$ cat src/ssh_kex_pkg.sv
`timescale 1ns / 1ps

package ssh_kex_pkg;

   // field widths
   localparam int unsigned DataWidth      = 8;
   localparam int unsigned MaxLenWidth    = 16;
   localparam int unsigned VerdictWidth   = 2;
   localparam int unsigned ListCountWidth = 4;

   // defaults
   localparam logic [MaxLenWidth-1:0] MaxPacketLenReset = 16'd35000;
   localparam int unsigned            NameListCountDefault = 10;

   // message codes
   localparam logic [DataWidth-1:0] MsgKexinit = 8'd20;
   localparam logic [DataWidth-1:0] MsgIgnore  = 8'd2;

   // verdict codes
   typedef enum logic [VerdictWidth-1:0] {
      VERDICT_PENDING = 2'd0,
      VERDICT_MATCH   = 2'd1,
      VERDICT_NOMATCH = 2'd2,
      VERDICT_IGNORED = 2'd3
   } verdict_type;

   // one stream byte with its segment marker
   typedef struct packed {
      logic                 segment_end;
      logic [DataWidth-1:0] data_byte;
   } req_item_type;

endpackage

$ cat src/ssh_kex_in_stage.sv
`timescale 1ns / 1ps

module ssh_kex_in_stage (
   input  logic                       clock,
   input  logic                       reset,
   input  logic                       req_valid,
   output logic                       req_ready,
   input  ssh_kex_pkg::req_item_type  req_item,
   input  logic                       down_ready,
   output logic                       step_en,
   output ssh_kex_pkg::req_item_type  item
);
   import ssh_kex_pkg::*;

   logic         valid_ff;
   logic         valid_in;
   req_item_type item_ff;

   // the held request moves on when the result side has room
   assign step_en   = valid_ff && down_ready;
   assign req_ready = !valid_ff || down_ready;
   assign item      = item_ff;

   always_comb begin
      valid_in = valid_ff;
      if (req_ready) begin
         valid_in = req_valid;
      end else if (step_en) begin
         valid_in = 1'b0;
      end
   end

   always_ff @(posedge clock) begin
      if (reset) begin
         valid_ff <= 1'b0;
      end else begin
         valid_ff <= valid_in;
      end
   end

   // request payload
   always_ff @(posedge clock) begin
      if (req_valid && req_ready) begin
         item_ff <= req_item;
      end
   end

endmodule

$ cat src/ssh_kex_parser.sv
`timescale 1ns / 1ps

module ssh_kex_parser #(
   parameter int unsigned NAME_LIST_COUNT = ssh_kex_pkg::NameListCountDefault
) (
   input  logic                                    clock,
   input  logic                                    reset,
   input  logic                                    step_en,
   input  ssh_kex_pkg::req_item_type               item,
   input  logic [ssh_kex_pkg::MaxLenWidth-1:0]     max_packet_len,
   output ssh_kex_pkg::verdict_type                verdict
);
   import ssh_kex_pkg::*;

   typedef enum logic [3:0] {
      PH_LEN       = 4'd0,
      PH_PAD       = 4'd1,
      PH_CODE      = 4'd2,
      PH_IGNORE    = 4'd3,
      PH_COOKIE    = 4'd4,
      PH_LIST_LEN  = 4'd5,
      PH_LIST_DATA = 4'd6,
      PH_TAIL      = 4'd7,
      PH_PADDING   = 4'd8
   } phase_type;

   localparam logic [15:0] CookieBytes = 16'd16;
   localparam logic [ListCountWidth-1:0] ListLast = ListCountWidth'(NAME_LIST_COUNT);

   phase_type                 phase_ff, phase_in;
   logic [15:0]               pos_ff, pos_in;
   logic [31:0]               length_ff, length_in;
   logic [15:0]               total_ff, total_in;
   logic [7:0]                pad_ff, pad_in;
   logic [15:0]               list_len_ff, list_len_in;
   logic [ListCountWidth-1:0] list_count_ff, list_count_in;
   logic [16:0]               acc_ff, acc_in;
   logic                      decided_ff, decided_in;

   logic [15:0]               pos_inc;
   logic [31:0]               shifted;
   logic [ListCountWidth-1:0] count_inc;
   phase_type                 after_list;
   logic                      oversize;
   logic [17:0]               list_sum;
   logic                      overrun;

   // shared per-byte terms
   always_comb begin
      pos_inc    = pos_ff + 16'd1;
      shifted    = {length_ff[23:0], item.data_byte};
      count_inc  = list_count_ff + 1'b1;
      after_list = (count_inc >= ListLast) ? PH_TAIL : PH_LIST_LEN;
      // packet length plus the four length bytes against the limit
      oversize   = (length_ff[31:16] != 16'd0) ||
                   (({1'b0, length_ff[15:0]} + 17'd4) > {1'b0, max_packet_len});
      // running total of header, cookie and lists against packet length
      list_sum   = {1'b0, acc_ff} + {2'b00, shifted[15:0]} + 18'd4;
      overrun    = (shifted[31:16] != 16'd0) || (list_sum > {2'b00, total_ff});
   end

   // one step of the packet walk
   always_comb begin
      phase_in      = phase_ff;
      pos_in        = pos_ff;
      length_in     = length_ff;
      total_in      = total_ff;
      pad_in        = pad_ff;
      list_len_in   = list_len_ff;
      list_count_in = list_count_ff;
      acc_in        = acc_ff;
      verdict       = VERDICT_PENDING;

      if (decided_ff) begin
         verdict = VERDICT_IGNORED;
      end else begin
         case (phase_ff)
            PH_LEN: begin
               length_in = shifted;
               pos_in    = pos_inc;
               if (pos_inc >= 16'd4) begin
                  phase_in = PH_PAD;
               end
            end
            PH_PAD: begin
               pad_in   = item.data_byte;
               pos_in   = pos_inc;
               phase_in = PH_CODE;
            end
            PH_CODE: begin
               total_in = length_ff[15:0] + 16'd4;
               if (item.data_byte == MsgKexinit) begin
                  pos_in   = 16'd0;
                  phase_in = PH_COOKIE;
                  acc_in   = {9'd0, pad_ff} + 17'd20;
                  if (oversize) begin
                     verdict = VERDICT_NOMATCH;
                  end
               end else if (item.data_byte == MsgIgnore) begin
                  pos_in   = 16'd6;
                  phase_in = PH_IGNORE;
                  if (oversize) begin
                     verdict = VERDICT_NOMATCH;
                  end
               end else begin
                  verdict = VERDICT_NOMATCH;
               end
            end
            PH_IGNORE: begin
               pos_in = pos_inc;
               if (pos_inc >= total_ff) begin
                  phase_in = PH_LEN;
                  pos_in   = 16'd0;
               end
            end
            PH_COOKIE: begin
               pos_in = pos_inc;
               if (pos_inc >= CookieBytes) begin
                  phase_in = PH_LIST_LEN;
                  pos_in   = 16'd0;
               end
            end
            PH_LIST_LEN: begin
               length_in = shifted;
               pos_in    = pos_inc;
               if (pos_inc >= 16'd4) begin
                  pos_in = 16'd0;
                  if (overrun) begin
                     verdict = VERDICT_NOMATCH;
                  end else begin
                     acc_in      = list_sum[16:0];
                     list_len_in = shifted[15:0];
                     if (shifted[15:0] != 16'd0) begin
                        phase_in = PH_LIST_DATA;
                     end else begin
                        list_count_in = count_inc;
                        phase_in      = after_list;
                     end
                  end
               end
            end
            PH_LIST_DATA: begin
               pos_in = pos_inc;
               if (pos_inc >= list_len_ff) begin
                  list_count_in = count_inc;
                  pos_in        = 16'd0;
                  phase_in      = after_list;
               end
            end
            PH_TAIL: begin
               // kex-follows flag first, then the reserved word
               if (pos_ff >= 16'd1) begin
                  length_in = shifted;
               end
               pos_in = pos_inc;
               if (pos_inc >= 16'd5) begin
                  if (shifted != 32'd0) begin
                     verdict = VERDICT_NOMATCH;
                  end else begin
                     phase_in = PH_PADDING;
                     pos_in   = 16'd0;
                  end
               end
            end
            PH_PADDING: begin
               pos_in = pos_inc;
               if (pos_inc >= {8'd0, pad_ff}) begin
                  verdict = item.segment_end ? VERDICT_MATCH : VERDICT_NOMATCH;
               end
            end
            default: begin
               verdict = VERDICT_NOMATCH;
            end
         endcase
      end

      decided_in = decided_ff || (verdict != VERDICT_PENDING);
   end

   // parser state
   always_ff @(posedge clock) begin
      if (reset) begin
         phase_ff      <= PH_LEN;
         pos_ff        <= 16'd0;
         length_ff     <= 32'd0;
         total_ff      <= 16'd0;
         pad_ff        <= 8'd0;
         list_len_ff   <= 16'd0;
         list_count_ff <= '0;
         acc_ff        <= 17'd0;
         decided_ff    <= 1'b0;
      end else if (step_en) begin
         phase_ff      <= phase_in;
         pos_ff        <= pos_in;
         length_ff     <= length_in;
         total_ff      <= total_in;
         pad_ff        <= pad_in;
         list_len_ff   <= list_len_in;
         list_count_ff <= list_count_in;
         acc_ff        <= acc_in;
         decided_ff    <= decided_in;
      end
   end

endmodule

$ cat src/ssh_kex_out_stage.sv
`timescale 1ns / 1ps

module ssh_kex_out_stage (
   input  logic                      clock,
   input  logic                      reset,
   input  logic                      load,
   input  ssh_kex_pkg::verdict_type  verdict,
   output logic                      room,
   output logic                      rsp_valid,
   input  logic                      rsp_ready,
   output ssh_kex_pkg::verdict_type  rsp_verdict
);
   import ssh_kex_pkg::*;

   logic        valid_ff;
   logic        valid_in;
   verdict_type verdict_ff;

   // room when empty or when the held result leaves this cycle
   assign room        = !valid_ff || rsp_ready;
   assign rsp_valid   = valid_ff;
   assign rsp_verdict = verdict_ff;

   always_comb begin
      valid_in = valid_ff;
      if (load) begin
         valid_in = 1'b1;
      end else if (rsp_ready) begin
         valid_in = 1'b0;
      end
   end

   always_ff @(posedge clock) begin
      if (reset) begin
         valid_ff <= 1'b0;
      end else begin
         valid_ff <= valid_in;
      end
   end

   // result payload
   always_ff @(posedge clock) begin
      if (load) begin
         verdict_ff <= verdict;
      end
   end

endmodule

$ cat src/ssh_kexinit_packet_checker_unit.sv
`timescale 1ns / 1ps

// SSH2 KEXINIT packet checker for the server-to-client byte stream.
// Request channel (req_): one stream byte per request in tdata, tlast set
// when that byte ends its TCP segment.
// Response channel (rsp_): one verdict per request, in request order:
// pending, match, no match, or ignored once a verdict has been given.
// Configuration: csr_wr_en writes the packet length limit (length field
// plus four) from csr_wr_data; write it only while the block is idle.
// The input register holds an accepted request and feeds the parse step,
// which updates the parser state and loads the response register at a
// clock edge when the response register has room.
// Throughput is one request per cycle while responses are taken.
// Reset clears the parser to the start of a packet, empties both registers
// and restores the limit to 35000.
// When rsp_tready is low the response register holds its verdict, the input
// register takes one more request only if it is empty, and req_tready then
// stays low until the response is taken.
module ssh_kexinit_packet_checker_unit #(
   parameter int unsigned NAME_LIST_COUNT = ssh_kex_pkg::NameListCountDefault
) (
   input  logic        clock,
   input  logic        reset,
   // request
   input  logic        req_tvalid,
   output logic        req_tready,
   input  logic [7:0]  req_tdata,    // [7:0] data_byte
   input  logic        req_tlast,    // segment_end
   // response
   output logic        rsp_tvalid,
   input  logic        rsp_tready,
   output logic [7:0]  rsp_tdata,    // [1:0] verdict, [7:2] zero
   // configuration
   input  logic        csr_wr_en,
   input  logic [15:0] csr_wr_data   // max_packet_len
);
   import ssh_kex_pkg::*;

   logic [MaxLenWidth-1:0] max_len_ff;
   req_item_type           req_item;
   req_item_type           item;
   logic                   step_en;
   logic                   room;
   verdict_type            verdict;
   verdict_type            rsp_verdict;

   // packet length limit
   always_ff @(posedge clock) begin
      if (reset) begin
         max_len_ff <= MaxPacketLenReset;
      end else if (csr_wr_en) begin
         max_len_ff <= csr_wr_data;
      end
   end

   assign req_item.data_byte   = req_tdata;
   assign req_item.segment_end = req_tlast;

   ssh_kex_in_stage u_in_stage (
      .clock      (clock),
      .reset      (reset),
      .req_valid  (req_tvalid),
      .req_ready  (req_tready),
      .req_item   (req_item),
      .down_ready (room),
      .step_en    (step_en),
      .item       (item)
   );

   ssh_kex_parser #(
      .NAME_LIST_COUNT (NAME_LIST_COUNT)
   ) u_parser (
      .clock          (clock),
      .reset          (reset),
      .step_en        (step_en),
      .item           (item),
      .max_packet_len (max_len_ff),
      .verdict        (verdict)
   );

   ssh_kex_out_stage u_out_stage (
      .clock       (clock),
      .reset       (reset),
      .load        (step_en),
      .verdict     (verdict),
      .room        (room),
      .rsp_valid   (rsp_tvalid),
      .rsp_ready   (rsp_tready),
      .rsp_verdict (rsp_verdict)
   );

   assign rsp_tdata = {6'd0, rsp_verdict};

endmodule
$ cat config.mk
export PLATFORM = sky130hd
export DESIGN_NAME = ssh_kexinit_packet_checker_unit
export DESIGN_NICKNAME = d
export VERILOG_FILES = /design/src/ssh_kex_pkg.sv /design/src/ssh_kex_in_stage.sv /design/src/ssh_kex_parser.sv /design/src/ssh_kex_out_stage.sv /design/src/ssh_kexinit_packet_checker_unit.sv
export SDC_FILE = /design/constraint.sdc
export NUM_CORES = 1
export LEC_CHECK = 0
export BUFFER_PORTS_ARGS = -buffer_cell sky130_fd_sc_hd__buf_2
export CORE_MARGIN = 3
export CORE_UTILIZATION = 60
export CTS_CLUSTER_SIZE = 14
export DETAILED_ROUTE_END_ITERATION = 10
export GPL_TIMING_DRIVEN = 0
export PLACE_DENSITY = 0.78
export SKIP_CTS_REPAIR_TIMING = 1
export SYNTH_ARGS = -nofsm -noshare
export SYNTH_HDL_FRONTEND = slang
export SYNTH_SLANG_ARGS = --single-unit
$ cat constraint.sdc
create_clock -name clock -period 6.4 [get_ports clock]
set_input_delay 0.32 -clock clock [delete_from_list [all_inputs] [get_ports clock]]
set_output_delay 0.32 -clock clock [all_outputs]
set_load 0.005 [all_outputs]
-- After elaboration in Yosys (flattened, before gate mapping)
Index checks and enable logic that the tools add are counted.
- $mul: 0
- magnitude comparators: 10
- add/subtract/negate cells: 7
- equal/unequal tests: 22
- bitwise gates (word level): 2
- div/mod/pow operators: 0
- shift-type cells: 0
- reduce and logical (&&, ||, !) cells: 33
- muxes and demuxes: 48
- operator list (operator ; count):
    16-bit 2-to-1 mux ; 8
    16-bit one-hot mux with 7 select lines ; 1
    32-bit one-hot mux with 2 select lines ; 1
    4-bit 2-to-1 mux ; 15
    17-bit 2-to-1 mux ; 3
    16-bit nonzero test ; 3
    17-bit one-hot mux with 2 select lines ; 1
    16-bit greater-or-equal comparator ; 2
    16-bit by 3-bit greater-or-equal comparator with 1-bit output, second input constant ; 2
    32-bit 2-to-1 mux ; 1
    4-bit one-hot mux with 8 select lines ; 1
    32-bit nonzero test ; 1
    2-bit 2-to-1 mux ; 11
    17-bit by 16-bit adder with 18-bit output ; 1
    18-bit by 3-bit adder with 18-bit output, second input constant ; 1
    18-bit by 16-bit greater-than comparator with 1-bit output ; 1
    16-bit by 3-bit adder with 17-bit output, second input constant ; 1
    17-bit by 16-bit greater-than comparator with 1-bit output ; 1
    16-bit by 1-bit adder with 16-bit output, second input constant ; 1
    16-bit by 3-bit adder with 16-bit output, second input constant ; 1
    4-bit by 3-bit equality test with 1-bit output, second input constant ; 4
    16-bit by 1-bit greater-or-equal comparator with 1-bit output, second input constant ; 1
    16-bit by 5-bit greater-or-equal comparator with 1-bit output, second input constant ; 1
    16-bit by 8-bit greater-or-equal comparator with 1-bit output ; 1
    other kinds (31) ; 58
- bits in latches: 0
- memory bits (writable): 0
- input bits: 30
- memories kept: 0
- bits in read-only memories: 0
- bits in registers: 143

-- Depth between registers and ports, before layout
- depth in word-level cells: 10
- mapped depth: 21
- gate-level depth less buffers: 19

-- Cells and area by module
A second synthesis with hierarchy kept.
- cell total of the unflattened synthesis: 1086
- area total of the unflattened synthesis: 9571.7 sq um
- by module, submodules not included (module ; cells each ; area each (sq um) ; sequential area each (sq um) ; times used):
    ssh_kex_parser ; 1006 ; 8483.1 ; 2282.2 ; 1
    ssh_kexinit_packet_checker_unit ; 59 ; 649.4 ; 320.3 ; 1
    ssh_kex_in_stage ; 15 ; 332.8 ; 290.3 ; 1
    ssh_kex_out_stage ; 6 ; 106.4 ; 80.1 ; 1

-- Worst setup path before layout
OpenSTA, ideal clock, no wires.
- path kind: reg2reg
- from: register u_in_stage.item_ff, in the netlist u_in_stage.item[1]
- to: register u_parser.list_count_ff[2]
- path buffers: 0
- data arrival time: 4523 ps
- data required time: 6279 ps
- slack: 1756 ps
- library setup time: 121 ps
- stages on the path, launching flop included: 18
- path through: edfxtp_1 -> ha_1 -> ha_1 -> fa_1 -> a21oi_2 -> o211ai_2 -> o41ai_4 -> o21ba_2 -> xnor2_1 -> ha_1 -> a2111oi_0 -> o21ai_0 -> o21ai_0 -> a21oi_1 -> or4_4 -> o31a_1 -> nor3b_1 -> mux2_2
- word-level cells in the longest chain between the ends: 6
- elaborated cells on any way between the ends: 8
- those cells by class: 2 x add/sub; 1 x order compare; 2 x eq/ne; 3 x reduce/logical
- ends and longest elaborated chain (item ; line ; text):
    from (decl) ; ssh_kex_in_stage.sv:17 ; req_item_type item_ff;
    from (signal assigned) ; ssh_kex_in_stage.sv:44 ; item_ff <= req_item;
    17-bit by 16-bit adder with 18-bit output ; ssh_kex_parser.sv:58 ; list_sum = {1'b0, acc_ff} + {2'b00, shifted[15:0]} + 18'd4;
    18-bit by 3-bit adder with 18-bit output ; ssh_kex_parser.sv:58 ;
    18-bit by 16-bit greater-than comparator with 1-bit output ; ssh_kex_parser.sv:59 ; overrun = (shifted[31:16] != 16'd0) || (list_sum > {2'b00, total_ff});
    1-bit logical OR ; ssh_kex_parser.sv:59 ;
    2-bit inequality test (no source line) ; n/a ;
    7-bit AND reduction (no source line) * ; n/a ;
    to (signal assigned) ; ssh_kex_parser.sv:199 ; list_count_ff <= list_count_in;
    to (decl) ; ssh_kex_parser.sv:36 ; logic [ListCountWidth-1:0] list_count_ff, list_count_in;
Mark *: on every way between the ends. The rest lies on a longest branch, timed or not.
A chain may end at the register's enable or synchronous reset.

-- Worst setup path in the final report
Same ends and word-level chain as after synthesis.

==> metrics.md <==
| Metric | Value |
|---|---|
| Cts bufs inserted | 17 |
| Die span in y | 131 um |
| Worst setup EP type | flop |
| Final period util | 85.8% |
| Required @ worst endpoint | 6710 ps |
| Initial Utilization | 61.8% |
| PortBufs | 31 |
| Drt via density | 6.02 |
| HPWL Detailed | 19300 um |
| Synth top area cells | dfxtp_1, ha_1, mux2i_1 |
| Synthesized flop and latch total | 143 |
| Static Leakage | 4.49 nW |
| Total GRT Usage | 28.7% |
| Die Wd | 131 um |
| Fin crit period | 5490 ps |
| Core Area | 15300 sq um |
| Pwr/cell area | 207 nW/um^2 |
| Final nets | 1301 |
| Yosys Warn Count | 0 |
| CP arrival | 5800 ps |
| Synth top area share | 28.0% |
| P&R area growth vs syn | 10.7% |
| Sequential Area | 2970 sq um |
| Initial antenna violation count | 0 |
| Final WL | 25100 um |
| Finish-stage setup viols | 0 |
| Cells after synthesis | 1103 |
| Synth cell types | 71 |
| Mapped Area | 9420 sq um |
| Vias in the first global route | 7804 |
| Initial DRC count | 622 |
| RSZ-0062 raised after global routing | no |
| Clock Sinks | 143 |
| Slew @ Worst Pin | 1160 ps |
| Htree depth | 4 |
| Post-synthesis sequential area ratio | 31.5% |
| Clock insertion delay at the later pin of the skew report | 430 ps |
| DRC Markers | 0 |
| TritonRoute pass-1 iters | 5 |
| Remaining Overflow, GRT | 0 |
| Via count | 8318 |
| Number of flops mapped to enable cells by yosys | 11 |
| Clock buffer depth | 2 |
| Top_reg_cell synth | dfxtp_1 |
| Max Freq | 182 MHz |
| Die area | 17200 sq um |
| Filler cells | 1247 |
| Peak supply drop | 0.000197 V |
| Clk_skew | 10.4 ps |
| Placed Cells | 1350 |
| Root buffer cell | clkbuf_16 |
| Hold Startpoint | req_tdata[2] |
| GPL Wtd Cong | 0.933 |
| Multi-input gate area | 5910 sq um |
| Largest net degree at the start of global routing | 17 |
| Synth cell count leaders | nor2_1, dfxtp_1, ha_1, inv_1, mux2i_1 |
| CTS clk-pin slew, worst paths | 60 ps |
| Setup TNS | 0 ps |
| ANT cells | 0 |
| First-pass GRT wire length | 40000 um |
| Crit path from | u_in_stage.item[1] |
| Site Rows | 45 |
| Final ANT Viol Nets | 0 |
| Syn_area_per_cell | 8.54 sq um |
| MaxCap Viol Count | 0 |
| Average wire per standard cell | 18.2 um |
| FF-to-FF setup slack | 910 ps |
| R2R Path Start | u_in_stage.item[1] |
| Startpoint Class | flop |
| Area leader, netlist | dfxtp_1 |
| CTS tree | yes |
| Cell with the most instances after synthesis | nor2_1 |
| Num ports | 40 |
| Asr flop ratio synth | 0% |
| Slew Limit Headroom | 21.8% |
| Worst Path Max Fanout | 7 |
| HP Class | in -> reg |
| Fraction of layout cells with a size suffix above 1 | 9.14% |
| Non-filler cells in the finished layout | 1382 |
| Final hold violations | 0 |
| Slew Viols, Final | 0 |
| CP Class | reg -> reg |
| Status | finished, final reports clean |
[cells by family after synthesis]
kind of cell / count (synthesis) / share of synthesized area, %
and+or+nand+nor: 366 / 18.9
AOI/OAI and AO/OA: 230 / 16.6
DFF: 143 / 31.5
buffers and inverters: 133 / 5.90
adders and majority gates: 113 / 15.1
muxes: 78 / 8.35
xor gates and xnor gates: 39 / 3.62
other: 1 / 0.0398
[final cells by class]
cell class              count  area share [%]
plain buffers              56            2.56
clock buffers              20            4.38
clock inverters            12            1.07
inverters                  77            2.77
multi-input cells         832            56.7
flip-flops and latches    143            28.5
well taps                 211            2.53
repair buffers             31            1.49
[per-stage QoR]
step                setup WS [ps]  hold slack, ps  utilization [%]  instance area, sq um  total power, W
floorplan                    1760             419                -                  9440         0.00113
global placement             1130             446             64.6                  9860         0.00120
detailed placement           1040             455             64.6                  9860         0.00121
CTS                           940            49.6             68.3                 10400         0.00216
global route                  544            50.1             68.3                 10400         0.00223
finish                        912            62.8             68.3                 10400         0.00215
[worst max-delay path, stage by stage, from the launching register on]
cell	delay, ps
edfxtp_1	540
ha_1	370
ha_1	250
fa_1	430
a21oi_2	200
o211ai_2	150
o41ai_4	360
o21ba_2	250
o21ai_0	120
xor2_1	210
ha_1	240
a2111oi_0	340
o21ai_0	170
o21ai_0	140
a21oi_1	70
or4_4	480
o31a_1	430
nor3b_1	260
mux2_2	350
[state kept, by name, summed over array words and instances, names as in the netlist]
name and flops:
u_parser.length_ff 32, u_parser.acc_ff 17, max_len_ff 16, u_parser.list_len_ff 16, u_parser.pos_ff 16, u_parser.total_ff 16, u_in_stage.item 9, u_parser.pad_ff 8
u_parser.list_count_ff 4, u_parser.phase_ff 4, u_out_stage.rsp_verdict 2, u_in_stage.valid_ff 1, u_out_stage.rsp_valid 1, u_parser.decided_ff 1
[layer usage]
layer | global-route usage (%) | vias to the layer above | share of wire [%]
met5 | 0 | - | 0
met4 | 11.0 | 0 | 3.4
met3 | 8.00 | 69 | 8.2
met2 | 45.0 | 294 | 44
met1 | 37.9 | 3902 | 45
li1 | - | 4053 | -
[layout by cell type, fill, tap and decap left out, drive strengths merged, types with 16 or more instances in the layout]
cell type	count
inv	79
clkbuf	48
nor2	142
nand4	20
o21ai	43
nor4	16
a21oi	63
ha	112
a211oi	35
nor3	18
nand3	26
xor2	16
o211ai	18
nand2	70
mux2i	73
xnor2	23
dfxtp	132
buf	59
[power breakdown]
part	internal, W	switching [W]
Clock	0.000557	0.000398
Combinational	0.0000981	0.000152
Sequential	0.000921	0.0000281
[path summary, 6_finish.rpt]
path | endpoint | depth (start not counted)
worst max-delay path | u_parser.list_count_ff[2] | 18
worst min-delay path | u_in_stage.item[2] | 1
worst max register to register | u_parser.list_count_ff[2] | 18
worst min register to register | u_parser.total_ff[3] | 2
No activity file was read; power rests on OpenSTA's default activity.
